`src/rtl/core/substring_deletion_filter_unit_assert.svh`:
```
// ----------------------------------------------------------------------------
// Assertion macros for the substring deletion filter
// Shared property forms, sampled on clk and disabled while rst_n is low.
// ----------------------------------------------------------------------------
`ifndef SUBSTRING_DELETION_FILTER_UNIT_ASSERT_SVH
`define SUBSTRING_DELETION_FILTER_UNIT_ASSERT_SVH

// The consequent must hold in the same cycle as the antecedent.
`define SDF_ASSERT_NOW(lbl, ante, cons, msg) \
  lbl: assert property (@(posedge clk) disable iff (!rst_n) (ante) |-> (cons)) \
    else $error(msg);

// The consequent must hold in the cycle after the antecedent.
`define SDF_ASSERT_NEXT(lbl, ante, cons, msg) \
  lbl: assert property (@(posedge clk) disable iff (!rst_n) (ante) |=> (cons)) \
    else $error(msg);

`endif

```
`src/rtl/core/sdf_pkg.sv`:
```
// ----------------------------------------------------------------------------
// Substring deletion filter package
// Register indexes and the types passed between the front and back parts.
// ----------------------------------------------------------------------------
package sdf_pkg;

  // Configuration port geometry.
  localparam int CFG_INDEX_W = 2;
  localparam int CFG_DATA_W  = 64;
  localparam int PLEN_REG_W  = 4;

  // Register indexes.
  localparam logic [CFG_INDEX_W-1:0] CFG_PATTERN_LENGTH = 2'd0;
  localparam logic [CFG_INDEX_W-1:0] CFG_PATTERN_BYTES  = 2'd1;

  // Width of the pending count as reported in the status group.
  localparam int PEND_W = 4;

  // One queued command from the front part.
  typedef struct packed {
    logic       is_end;
    logic [7:0] ch;
  } sdf_cmd_t;

  // Status of the back part, seen by the top level.
  typedef struct packed {
    logic              idle;
    logic [PEND_W-1:0] pend_count;
  } sdf_status_t;

endpackage

```
`src/rtl/core/sdf_front.sv`:
```
// ----------------------------------------------------------------------------
// Substring deletion filter front part
// Accepts input transfers, classifies them and holds them in a two-entry queue.
// ----------------------------------------------------------------------------
module sdf_front (
  input  logic              clk,
  input  logic              rst_n,
  input  logic              in_valid,
  output logic              in_stall,
  input  logic              in_action,
  input  logic [7:0]        in_char,
  output logic              q_valid,
  output sdf_pkg::sdf_cmd_t q_cmd,
  input  logic              q_pop
);
  import sdf_pkg::*;

  sdf_cmd_t   entry_r [2];
  logic       wr_ptr_r, wr_ptr_nxt;
  logic       rd_ptr_r, rd_ptr_nxt;
  logic [1:0] count_r, count_nxt;
  logic       take;
  sdf_cmd_t   cmd_in;

  // The queue is full when both entries are taken.
  assign in_stall = count_r[1];
  assign take     = in_valid && !in_stall;
  assign q_valid  = (count_r != 2'd0);
  assign q_cmd    = entry_r[rd_ptr_r];

  // Classify the item: an end of string carries no character.
  always_comb begin
    cmd_in.is_end = in_action;
    cmd_in.ch     = in_action ? 8'd0 : in_char;
  end

  // Pointer and fill count updates.
  always_comb begin
    wr_ptr_nxt = take ? !wr_ptr_r : wr_ptr_r;
    rd_ptr_nxt = q_pop ? !rd_ptr_r : rd_ptr_r;
    count_nxt  = count_r + {1'b0, take} - {1'b0, q_pop};
  end

  always_ff @(posedge clk) begin
    if (!rst_n) begin
      wr_ptr_r <= 1'b0;
      rd_ptr_r <= 1'b0;
      count_r  <= 2'd0;
    end else begin
      wr_ptr_r <= wr_ptr_nxt;
      rd_ptr_r <= rd_ptr_nxt;
      count_r  <= count_nxt;
    end
  end

  // Queue storage needs no reset.
  always_ff @(posedge clk) begin
    if (take) begin
      entry_r[wr_ptr_r] <= cmd_in;
    end
  end

endmodule

```
`src/rtl/core/sdf_back.sv`:
```
// ----------------------------------------------------------------------------
// Substring deletion filter back part
// Scans the pending buffer against the pattern one step a cycle unless stalled
// and drives the output register through a one-result hold stage that sets the last flag.
// ----------------------------------------------------------------------------
module sdf_back #(
  parameter int MAX_PAT = 8,
  parameter int LEN_W   = 4,
  parameter int BUF_W   = 64
) (
  input  logic                 clk,
  input  logic                 rst_n,
  input  logic [LEN_W-1:0]     plen,
  input  logic [BUF_W-1:0]     pat,
  input  logic                 q_valid,
  input  sdf_pkg::sdf_cmd_t    q_cmd,
  output logic                 q_pop,
  output sdf_pkg::sdf_status_t status,
  output logic                 out_valid,
  input  logic                 out_stall,
  output logic [7:0]           out_char,
  output logic                 out_end_of_string,
  output logic                 out_last
);
  import sdf_pkg::*;

  typedef enum logic [1:0] {
    S_IDLE,
    S_SCAN,
    S_FLUSH,
    S_FIN
  } state_t;

  state_t           state_r, state_nxt;
  logic [BUF_W-1:0] buf_r, buf_nxt;
  logic [LEN_W-1:0] len_r, len_nxt;
  logic [7:0]       held_char_r, held_char_nxt;
  logic             held_eos_r, held_eos_nxt;
  logic             held_valid_r, held_valid_nxt;
  logic             out_valid_r, out_valid_nxt;
  logic [7:0]       out_char_r, out_char_nxt;
  logic             out_eos_r, out_eos_nxt;
  logic             out_last_r, out_last_nxt;

  logic             can_push, blocked, push, push_last;
  logic             emit, emit_eos, done, match;
  logic [7:0]       emit_char;
  logic [BUF_W-1:0] buf_shift_one, buf_shift_pat, buf_ins;

  assign can_push = !out_valid_r || !out_stall;
  assign blocked  = held_valid_r && !can_push;

  assign buf_shift_one = buf_r >> 8;
  assign buf_shift_pat = buf_r >> {plen, 3'b000};

  // Compare the pending prefix with the pattern, byte by byte in parallel.
  always_comb begin
    match = (plen != '0);
    for (int k = 0; k < MAX_PAT; k++) begin
      if ((LEN_W'(k) < len_r) && (LEN_W'(k) < plen) &&
          (buf_r[k*8 +: 8] != pat[k*8 +: 8])) begin
        match = 1'b0;
      end
    end
  end

  // Append the new character behind the pending ones.
  always_comb begin
    buf_ins = buf_r;
    for (int i = 0; i < MAX_PAT; i++) begin
      if (LEN_W'(i) == len_r) begin
        buf_ins[i*8 +: 8] = q_cmd.ch;
      end
    end
  end

  // Sequencer for one scan step, flush step or release of the held result.
  always_comb begin
    state_nxt      = state_r;
    buf_nxt        = buf_r;
    len_nxt        = len_r;
    held_char_nxt  = held_char_r;
    held_eos_nxt   = held_eos_r;
    held_valid_nxt = held_valid_r;
    q_pop          = 1'b0;
    push           = 1'b0;
    push_last      = 1'b0;
    emit           = 1'b0;
    emit_eos       = 1'b0;
    emit_char      = buf_r[7:0];
    done           = 1'b0;

    unique case (state_r)
      S_IDLE: begin
        if (q_valid) begin
          q_pop = 1'b1;
          if (q_cmd.is_end) begin
            state_nxt = S_FLUSH;
          end else begin
            buf_nxt   = buf_ins;
            len_nxt   = len_r + LEN_W'(1);
            state_nxt = S_SCAN;
          end
        end
      end
      S_SCAN: begin
        if (match) begin
          // A partial match waits for more characters; a full one is dropped.
          if (len_r < plen) begin
            done = 1'b1;
          end else begin
            buf_nxt = buf_shift_pat;
            len_nxt = len_r - plen;
            if (len_r == plen) begin
              done = 1'b1;
            end
          end
        end else if (!blocked) begin
          emit    = 1'b1;
          buf_nxt = buf_shift_one;
          len_nxt = len_r - LEN_W'(1);
          if (len_r == LEN_W'(1)) begin
            state_nxt = S_FIN;
          end
        end
        if (done) begin
          state_nxt = held_valid_r ? S_FIN : S_IDLE;
        end
      end
      S_FLUSH: begin
        if (!blocked) begin
          emit = 1'b1;
          if (len_r != '0) begin
            buf_nxt = buf_shift_one;
            len_nxt = len_r - LEN_W'(1);
          end else begin
            emit_char = 8'd0;
            emit_eos  = 1'b1;
            state_nxt = S_FIN;
          end
        end
      end
      S_FIN: begin
        // The held result is the final one of this item.
        if (can_push) begin
          push           = 1'b1;
          push_last      = 1'b1;
          held_valid_nxt = 1'b0;
          state_nxt      = S_IDLE;
        end
      end
      default: begin
        state_nxt = S_IDLE;
      end
    endcase

    // A new result displaces the held one into the output register.
    if (emit) begin
      push           = held_valid_r;
      push_last      = 1'b0;
      held_char_nxt  = emit_char;
      held_eos_nxt   = emit_eos;
      held_valid_nxt = 1'b1;
    end
  end

  // Output register loads from the hold stage.
  always_comb begin
    out_valid_nxt = push || (out_valid_r && out_stall);
    out_char_nxt  = push ? held_char_r : out_char_r;
    out_eos_nxt   = push ? held_eos_r : out_eos_r;
    out_last_nxt  = push ? push_last : out_last_r;
  end

  always_ff @(posedge clk) begin
    if (!rst_n) begin
      state_r      <= S_IDLE;
      len_r        <= '0;
      held_valid_r <= 1'b0;
      out_valid_r  <= 1'b0;
    end else begin
      state_r      <= state_nxt;
      len_r        <= len_nxt;
      held_valid_r <= held_valid_nxt;
      out_valid_r  <= out_valid_nxt;
    end
    buf_r       <= buf_nxt;
    held_char_r <= held_char_nxt;
    held_eos_r  <= held_eos_nxt;
    out_char_r  <= out_char_nxt;
    out_eos_r   <= out_eos_nxt;
    out_last_r  <= out_last_nxt;
  end

  assign out_valid         = out_valid_r;
  assign out_char          = out_char_r;
  assign out_end_of_string = out_eos_r;
  assign out_last          = out_last_r;

  assign status.idle       = (state_r == S_IDLE);
  assign status.pend_count = PEND_W'(len_r);

endmodule

```
`src/rtl/core/substring_deletion_filter_unit.sv`:
```
// ----------------------------------------------------------------------------
// Substring deletion filter unit
// Passes a character stream on with every leftmost, non-overlapping
// occurrence of the configured pattern removed.
//
//   Channel  Direction  Handshake            Payload
//   in_      input      in_valid/in_stall    in_action, in_char
//   out_     output     out_valid/out_stall  out_char, out_end_of_string, out_last
//   cfg_     input      cfg_we               cfg_index, cfg_wdata
//
// An item leaves the input queue in the idle state; the scan then drops one
// match or emits one character per step, and a final step releases the held
// result as the last one when a result is held.
// Reset is synchronous and active low; there is no clearing pass.
// The two-entry queue keeps accepting while the output is stalled, until both entries are taken.
// ----------------------------------------------------------------------------
`include "substring_deletion_filter_unit_assert.svh"

module substring_deletion_filter_unit #(
  parameter int MAX_PAT = 8
) (
  input  logic                           clk,
  input  logic                           rst_n,
  input  logic                           in_valid,
  output logic                           in_stall,
  input  logic                           in_action,
  input  logic [7:0]                     in_char,
  output logic                           out_valid,
  input  logic                           out_stall,
  output logic [7:0]                     out_char,
  output logic                           out_end_of_string,
  output logic                           out_last,
  input  logic                           cfg_we,
  input  logic [sdf_pkg::CFG_INDEX_W-1:0] cfg_index,
  input  logic [sdf_pkg::CFG_DATA_W-1:0]  cfg_wdata
);
  import sdf_pkg::*;

  localparam int LEN_W = $clog2(MAX_PAT + 1);
  localparam int BUF_W = MAX_PAT * 8;

  logic [PLEN_REG_W-1:0] pat_len_r, pat_len_nxt;
  logic [CFG_DATA_W-1:0] pat_bytes_r, pat_bytes_nxt;
  logic [LEN_W-1:0]      plen;
  logic                  q_valid;
  logic                  q_pop;
  sdf_cmd_t              q_cmd;
  sdf_status_t           bk_status;

  // Configuration registers.
  always_comb begin
    pat_len_nxt   = pat_len_r;
    pat_bytes_nxt = pat_bytes_r;
    if (cfg_we) begin
      unique case (cfg_index)
        CFG_PATTERN_LENGTH: pat_len_nxt   = cfg_wdata[PLEN_REG_W-1:0];
        CFG_PATTERN_BYTES:  pat_bytes_nxt = cfg_wdata;
        default: begin
          pat_len_nxt   = pat_len_r;
          pat_bytes_nxt = pat_bytes_r;
        end
      endcase
    end
  end

  always_ff @(posedge clk) begin
    if (!rst_n) begin
      pat_len_r   <= '0;
      pat_bytes_r <= '0;
    end else begin
      pat_len_r   <= pat_len_nxt;
      pat_bytes_r <= pat_bytes_nxt;
    end
  end

  // A length beyond the buffer saturates to the full pattern size.
  assign plen = (pat_len_r > PLEN_REG_W'(MAX_PAT)) ? LEN_W'(MAX_PAT)
                                                   : LEN_W'(pat_len_r);

  sdf_front u_front (
    .clk       (clk),
    .rst_n     (rst_n),
    .in_valid  (in_valid),
    .in_stall  (in_stall),
    .in_action (in_action),
    .in_char   (in_char),
    .q_valid   (q_valid),
    .q_cmd     (q_cmd),
    .q_pop     (q_pop)
  );

  sdf_back #(
    .MAX_PAT (MAX_PAT),
    .LEN_W   (LEN_W),
    .BUF_W   (BUF_W)
  ) u_back (
    .clk               (clk),
    .rst_n             (rst_n),
    .plen              (plen),
    .pat               (pat_bytes_r[BUF_W-1:0]),
    .q_valid           (q_valid),
    .q_cmd             (q_cmd),
    .q_pop             (q_pop),
    .status            (bk_status),
    .out_valid         (out_valid),
    .out_stall         (out_stall),
    .out_char          (out_char),
    .out_end_of_string (out_end_of_string),
    .out_last          (out_last)
  );

  // Checks on the filter's own logic.
  `SDF_ASSERT_NOW(a_eos_is_last, out_valid && out_end_of_string, out_last && (out_char == 8'd0), "end marker must be last and carry a zero byte")
  `SDF_ASSERT_NOW(a_pend_bound, bk_status.idle, bk_status.pend_count < PEND_W'(MAX_PAT), "pending run must be shorter than the pattern buffer")
  `SDF_ASSERT_NEXT(a_idle_hold, bk_status.idle && !q_valid, bk_status.idle, "back part left idle with an empty queue")

endmodule

```
`config.mk`:
```
export PLATFORM = sky130hd
export DESIGN_NAME = substring_deletion_filter_unit
export DESIGN_NICKNAME = d
export VERILOG_FILES = /design/src/rtl/core/sdf_pkg.sv /design/src/rtl/core/sdf_front.sv /design/src/rtl/core/sdf_back.sv /design/src/rtl/core/substring_deletion_filter_unit.sv
export VERILOG_INCLUDE_DIRS = /design/src /design/src/rtl/core
export SDC_FILE = /design/constraint.sdc
export NUM_CORES = 1
export LEC_CHECK = 0
export BUFFER_PORTS_ARGS = -buffer_cell sky130_fd_sc_hd__buf_2
export CAP_MARGIN = 20
export CORE_UTILIZATION = 54
export DETAILED_ROUTE_END_ITERATION = 8
export GPL_TIMING_DRIVEN = 0
export PLACE_DENSITY_LB_ADDON = 0.1
export SYNTH_ARGS = -nofsm -noshare
export SYNTH_HDL_FRONTEND = slang
export SYNTH_SLANG_ARGS = --single-unit
```
`constraint.sdc`:
```
create_clock -name clk -period 3.5 [get_ports clk]
set_clock_uncertainty 0.05 [all_clocks]
set_input_delay 0.175 -clock clk [delete_from_list [all_inputs] [get_ports clk]]
set_output_delay 0.175 -clock clk [all_outputs]
set_load 0.02 [all_outputs]
```
# == After elaboration in Yosys (flattened, before gate mapping) ==
# Memory sizes are Yosys's and may differ from the RTL's. A register that Yosys moved wholly into a read port is not among the register bits.
# Index checks and enable logic that the tools add are counted.
# op_classes
add_sub_neg,5
multipliers,0
div_mod_pow,0
order_cmp,18
eq_ne,40
shift,1
muxes,68
n_bitwise,1
reduce_logical,50
# op_table
cell,count
64-bit 2-to-1 mux,7
64-bit case mux with 3 select lines,1
8-bit 2-to-1 mux,12
8-bit inequality test,8
8-bit AND reduction,8
64-bit by 7-bit >> shifter with 64-bit output,1
"3-bit by 4-bit less-than comparator with 1-bit output, first input constant",8
4-bit 2-to-1 mux,8
1-bit 2-to-1 mux,27
2-bit 2-to-1 mux,10
"2-bit by 1-bit inequality test with 1-bit output, second input constant",10
1-bit logical AND,19
"3-bit by 4-bit equality test with 1-bit output, first input constant",4
"1-bit by 4-bit less-than comparator with 1-bit output, first input constant",4
"2-bit by 4-bit less-than comparator with 1-bit output, first input constant",4
7-bit AND reduction,2
"3-bit inequality test, second input constant",4
4-bit case mux with 3 select lines,1
"2-bit by 4-bit equality test with 1-bit output, first input constant",2
"2-bit inequality test, second input constant",4
2-bit case mux with 4 select lines,1
4-bit nonzero test,2
1-bit logical NOT,6
2-bit AND reduction,3
21 further kinds,27
# word_totals
ff_bits,163
latchBits,0
mem_bits_rw,18
mem_bits_ro,0
input_bits,80
out_inout_bits,12
word_cells,206
memories,1
# memory_table
name,words,word_bits,read_ports,rd_clocked_by_memory_dff,wr,line,rtl
u_front.entry_r,2,9,1,1,1,sdf_front.sv:18,sdf_cmd_t entry_r [2];

# == Longest topological paths before layout ==
# depth
ltp_word,17
ltp_mapped,17

# == By module ==
# From an unflattened synthesis, not the netlist that was laid out.
# hier_totals
hier_cells,1141
area_unflattened_um2,10684.0
# by_module_without_submodules
mod,n_inst,cells_per_inst,area_each_um2
sdf_back,1,786,6988.0
substring_deletion_filter_unit,1,296,2781.4
sdf_front,1,59,914.6

# == Worst setup path after synthesis ==
# No wires, ideal clock.
# synth_timing
kind,reg2reg
startpoint,register pat_len_r[0]
endpoint,register u_back.buf_r[0] (enable)
arrival_time_ps,3303
required_ps,3143
slack_ps,-160
path_stages_with_launch,16
path_buffers,4
path_cell_list,dfxtp_1 > buf_2 > nand2_1 > inv_1 > buf_2 > clkbuf_1 > ha_1 > inv_1 > fa_1 > a21o_1 > a21oi_1 > nand2_1 > or4_1 > nand3_2 > buf_2 > a21oi_1
# synth_between
elab_chain_cells,15
elab_cells_between_ends,39
classes_between,order compare (10); eq/ne (2); mux (9); reduce/logical (18)
# synth_rtl
element,line,rtl
start: declaration,substring_deletion_filter_unit.sv:42,"logic [PLEN_REG_W-1:0] pat_len_r, pat_len_nxt;"
start signal: assignment,substring_deletion_filter_unit.sv:71,pat_len_r <= pat_len_nxt;
4-bit > comparator,substring_deletion_filter_unit.sv:77,assign plen = (pat_len_r > PLEN_REG_W'(MAX_PAT)) ? LEN_W'(MAX_PAT)
4-bit 2-to-1 mux (*),substring_deletion_filter_unit.sv:77,
1-bit by 4-bit less-than comparator with 1-bit output,sdf_back.sv:60,if ((LEN_W'(k) < len_r) && (LEN_W'(k) < plen) &&
1-bit logical AND (2 in series),sdf_back.sv:60,
1-bit 2-to-1 mux (8 in series),sdf_back.sv:60,
3-bit inequality test (no line),-,
8-bit AND reduction (no line) (*),-,
end signal: assignment,sdf_back.sv:187,buf_r <= buf_nxt;
end: declaration,sdf_back.sv:35,"logic [BUF_W-1:0] buf_r, buf_nxt;"
# Mark *: on every way between the ends. The rest lies on a longest branch, timed or not.
# A chain may end at the register's enable or synchronous reset.

# == Final worst setup path ==
# layout_timing
startpoint,register pat_len_r[3]
endpoint,register u_back.buf_r[2] (enable)
# Same word-level chain as after synthesis.

==> results.md <==
* TritonCTS sink count at 182
* Placed cells at 1335
* Detail-routed net length per standard cell at roughly 22 um
* Number of synthesized flops with an enable pin at 101
* Area after DPL at around 0.011 mm2
* Minimum clock period at around 3.4 ns
* Post-detailed-route via-to-cell ratio at 6.19
* Via count of the first global-routing pass at 8525
* Routability Congestion at 0.988
* Kind of end point of the critical path: flop
* Register area at ~0.0047 mm2
* CTS Buf Count at 17
* Number of antenna diodes at 0
* Hold_ws at -0.00146 ns
* Detailed-router iteration count before antenna repair at 6
* Post-synth net total at 1116
* Setup WS pre-CTS at -0.818 ns
* Areal power density over the cells at 795 mW/mm2
* Worst max-slew margin expressed relative to the limit at 0.220
* Antenna viol nets, final at 0
* Post-synthesis sequential area ratio at 0.477
* Violations in the final reports: negative hold slack
* Buffer cell driving the clock tree root: clkbuf_16
* Syn_area_per_cell at 9.57 um2
* Number of DRC markers in iteration 0 at about 1100
* Portion of synthesized cell area occupied by the leading cell type at 0.311
* TritonCTS clock tree: built
* Peak VDD IR at 0.000424 V
* Final Non-Filler Cells at 1436
* DR DRC count at 0
* Minimum setup slack in the final design at 0.0850 ns
* Cell area after technology mapping at about 0.0098 mm2
* Setup repair after global routing missed its margin: false
* Leakage component of the power at 4.31 nW
* Finished Cell Area at 0.0120 mm2
* Die height at around 140 um
* Primary FF master, synth: edfxtp_1
* Slew Viols, Final at 0
* FF+latch count, synth at between 150 and 200
* Share of layout cells above drive strength 1 at 0.151
* Minimum setup slack among reg-to-reg paths at 0.09 ns
* Clock slew at the register clock pins of the worst setup and hold paths at 0.08 ns
* Synth-to-layout area growth at 23.0%
* Commonest cells in the netlist: nand2_1 (204), a21oi_1 (134), edfxtp_1 (101), dfxtp_1 (81), mux2i_1 (63)
* Clk_lat worst skew at 0.45 ns
* Crit-path max FO at 10
* Total of buffers placed on input and output ports at 91
* Floorplan core area at 0.0175 mm2
* Most frequent cell after synthesis: nand2_1
* Cell type with the largest total area after synthesis: edfxtp_1
* Number of max-capacitance violations reported at 0
* Yosys warning count at 0
* Maximum buffer depth of the clock tree at 2
* Total number of vias at slightly below 9000
* First-pass GRT wire length at 47.6 mm
* Max Freq at 293 MHz
* Total gr overflow at 0
* Synth Instances at 1019
* Area used by multi-input combinational logic at 0.00494 mm2
* Initial Utilization at 0.558
* Final period util at 0.976
* Total wire length at around 32 mm
* Die area at 0.0186 mm2
* Startpoint type of the worst setup path: flop
* Classification of the worst-slack hold path: primary input to flop
* Critical path arrival at 3.48 ns
* Number of antenna violations at the first check in global routing at 0
* Final Hold Fails at 1
* Synth area leaders: edfxtp_1 (31%), dfxtp_1 (17%), nand2_1 (7.8%)
* Floorplan row count at 48
* Layout filler cell count at 1367
* Crit Path Category: flop to flop
* Estimated wirelength of the detail-placed design at roughly 22 mm
* Run status: finished with violations
* Post-synth cell types at 61
* Critical path required time at roughly 3.6 ns
* Transition time of the tightest slew-check pin at ~1.2 ns
* Maximum number of pins on one net before global-route repair at 21
* Fraction of registers with async set or reset after synthesis at 0
* Nets@finish at 1295
* Count of endpoints failing setup in the final report at 0
* Total Routing Usage GR at 0.350
* Power after layout at 0.00954 W
* IO Count at 92
* Clock H-tree levels at 4
* Die X at 136 um
==> worst max-delay path, stage by stage (launching register included) <==
cell and delay, ns:
dfxtp_1 0.33, buf_2 0.22, nand2b_4 0.21, clkbuf_1 0.51
ha_1 0.40, a21o_1 0.17, a21oi_1 0.19, nand2_1 0.07
or4_1 0.46, nand3_4 0.16, buf_12 0.18, a21oi_2 0.11
==> logic make-up after synthesis <==
logic type,Yosys count,synth area share
adders and majority gates,17,0.0226
and+or+nand+nor,328,0.152
xor gates and xnor gates,72,0.0646
DFF,182,0.477
AOI/OAI and AO/OA,271,0.168
muxes,71,0.0831
buffers and inverters,78,0.0321
==> where the power goes <==
group          switching, W  internal [W]
Clock               0.00101      0.000993
Sequential         0.000777       0.00310
Combinational       0.00223       0.00143
Total               0.00402       0.00552
==> worst paths after layout <==
check,startpoint,endpoint,cells after the start
max,pat_len_r[3]$_SDFFE_PN0P_,u_back.buf_r[2]$_DFFE_PP_,11
min,out_stall,u_back.out_valid$_SDFF_PN0_,3
max reg2reg,pat_len_r[3]$_SDFFE_PN0P_,u_back.buf_r[2]$_DFFE_PP_,11
min reg2reg,u_back.held_char_r[5]$_DFFE_PP_,u_back.out_char[5]$_DFFE_PP_,0
==> routing by layer <==
metal  global-route usage  routed length [um]
met5                    0                   0
met4                0.162                1260
met3               0.0805                3370
met2                0.542               14300
met1                0.462               12600
==> sequential cells by signal (all words and copies together) (netlist names), named ones only <==
signal	count
u_back.held_char_r	8
u_front.count_r	2
u_back.held_valid_r	1
u_back.len_r	4
u_front.rd_ptr_r	1
u_back.buf_r	64
u_front.entry_r	18
pat_bytes_r	64
u_back.out_end_of_string	1
u_back.held_eos_r	1
u_back.out_char	8
pat_len_r	4
u_front.wr_ptr_r	1
u_back.out_last	1
u_back.out_valid	1
u_back.state_r	2
==> through the flow <==
step	hold WS [ns]	util	setup TNS, ns
after detailed placement	0.355	0.601	-60.49
after global routing	0.0152	0.687	0
final	-0.00146	0.687	0
after global placement	0.352	0.601	-58.59
after CTS	0.00177	0.681	0
after floorplan	0.224	-	0
==> layout make-up <==
cell class	instances	area share
Buffer	60	0.0235
Clock buffer	18	0.0366
Clock inverter	14	0.0148
Inverter	16	0.00573
Multi-Input combinational cell	759	0.412
Sequential cell	182	0.388
Tap cell	225	0.0235
Timing Repair Buffer	162	0.0961
==> placed cells by master (no fill, tap or decap), drive strengths merged, types with 14 or more instances in the layout <==
cell type    instances
nand2              204
a21oi              135
edfxtp             101
a211oi              14
dfxtp               81
nand4               15
inv                 23
xor2                20
clkbuf              50
a221o               17
xnor2               52
mux2i               63
nor2                35
dlygate4sd3         66
o21ai               56
buf                124
ha                  16
==> timing repair <==
action,CTS,global route
hold endpoints to repair,71,0
resized for setup,30,14
setup buffers,1,4
cloned,0,0
hold buffers,66,0
pin swaps,0,2
endpoints found under the setup margin,105,99
(Power assumes the default switching activity.)
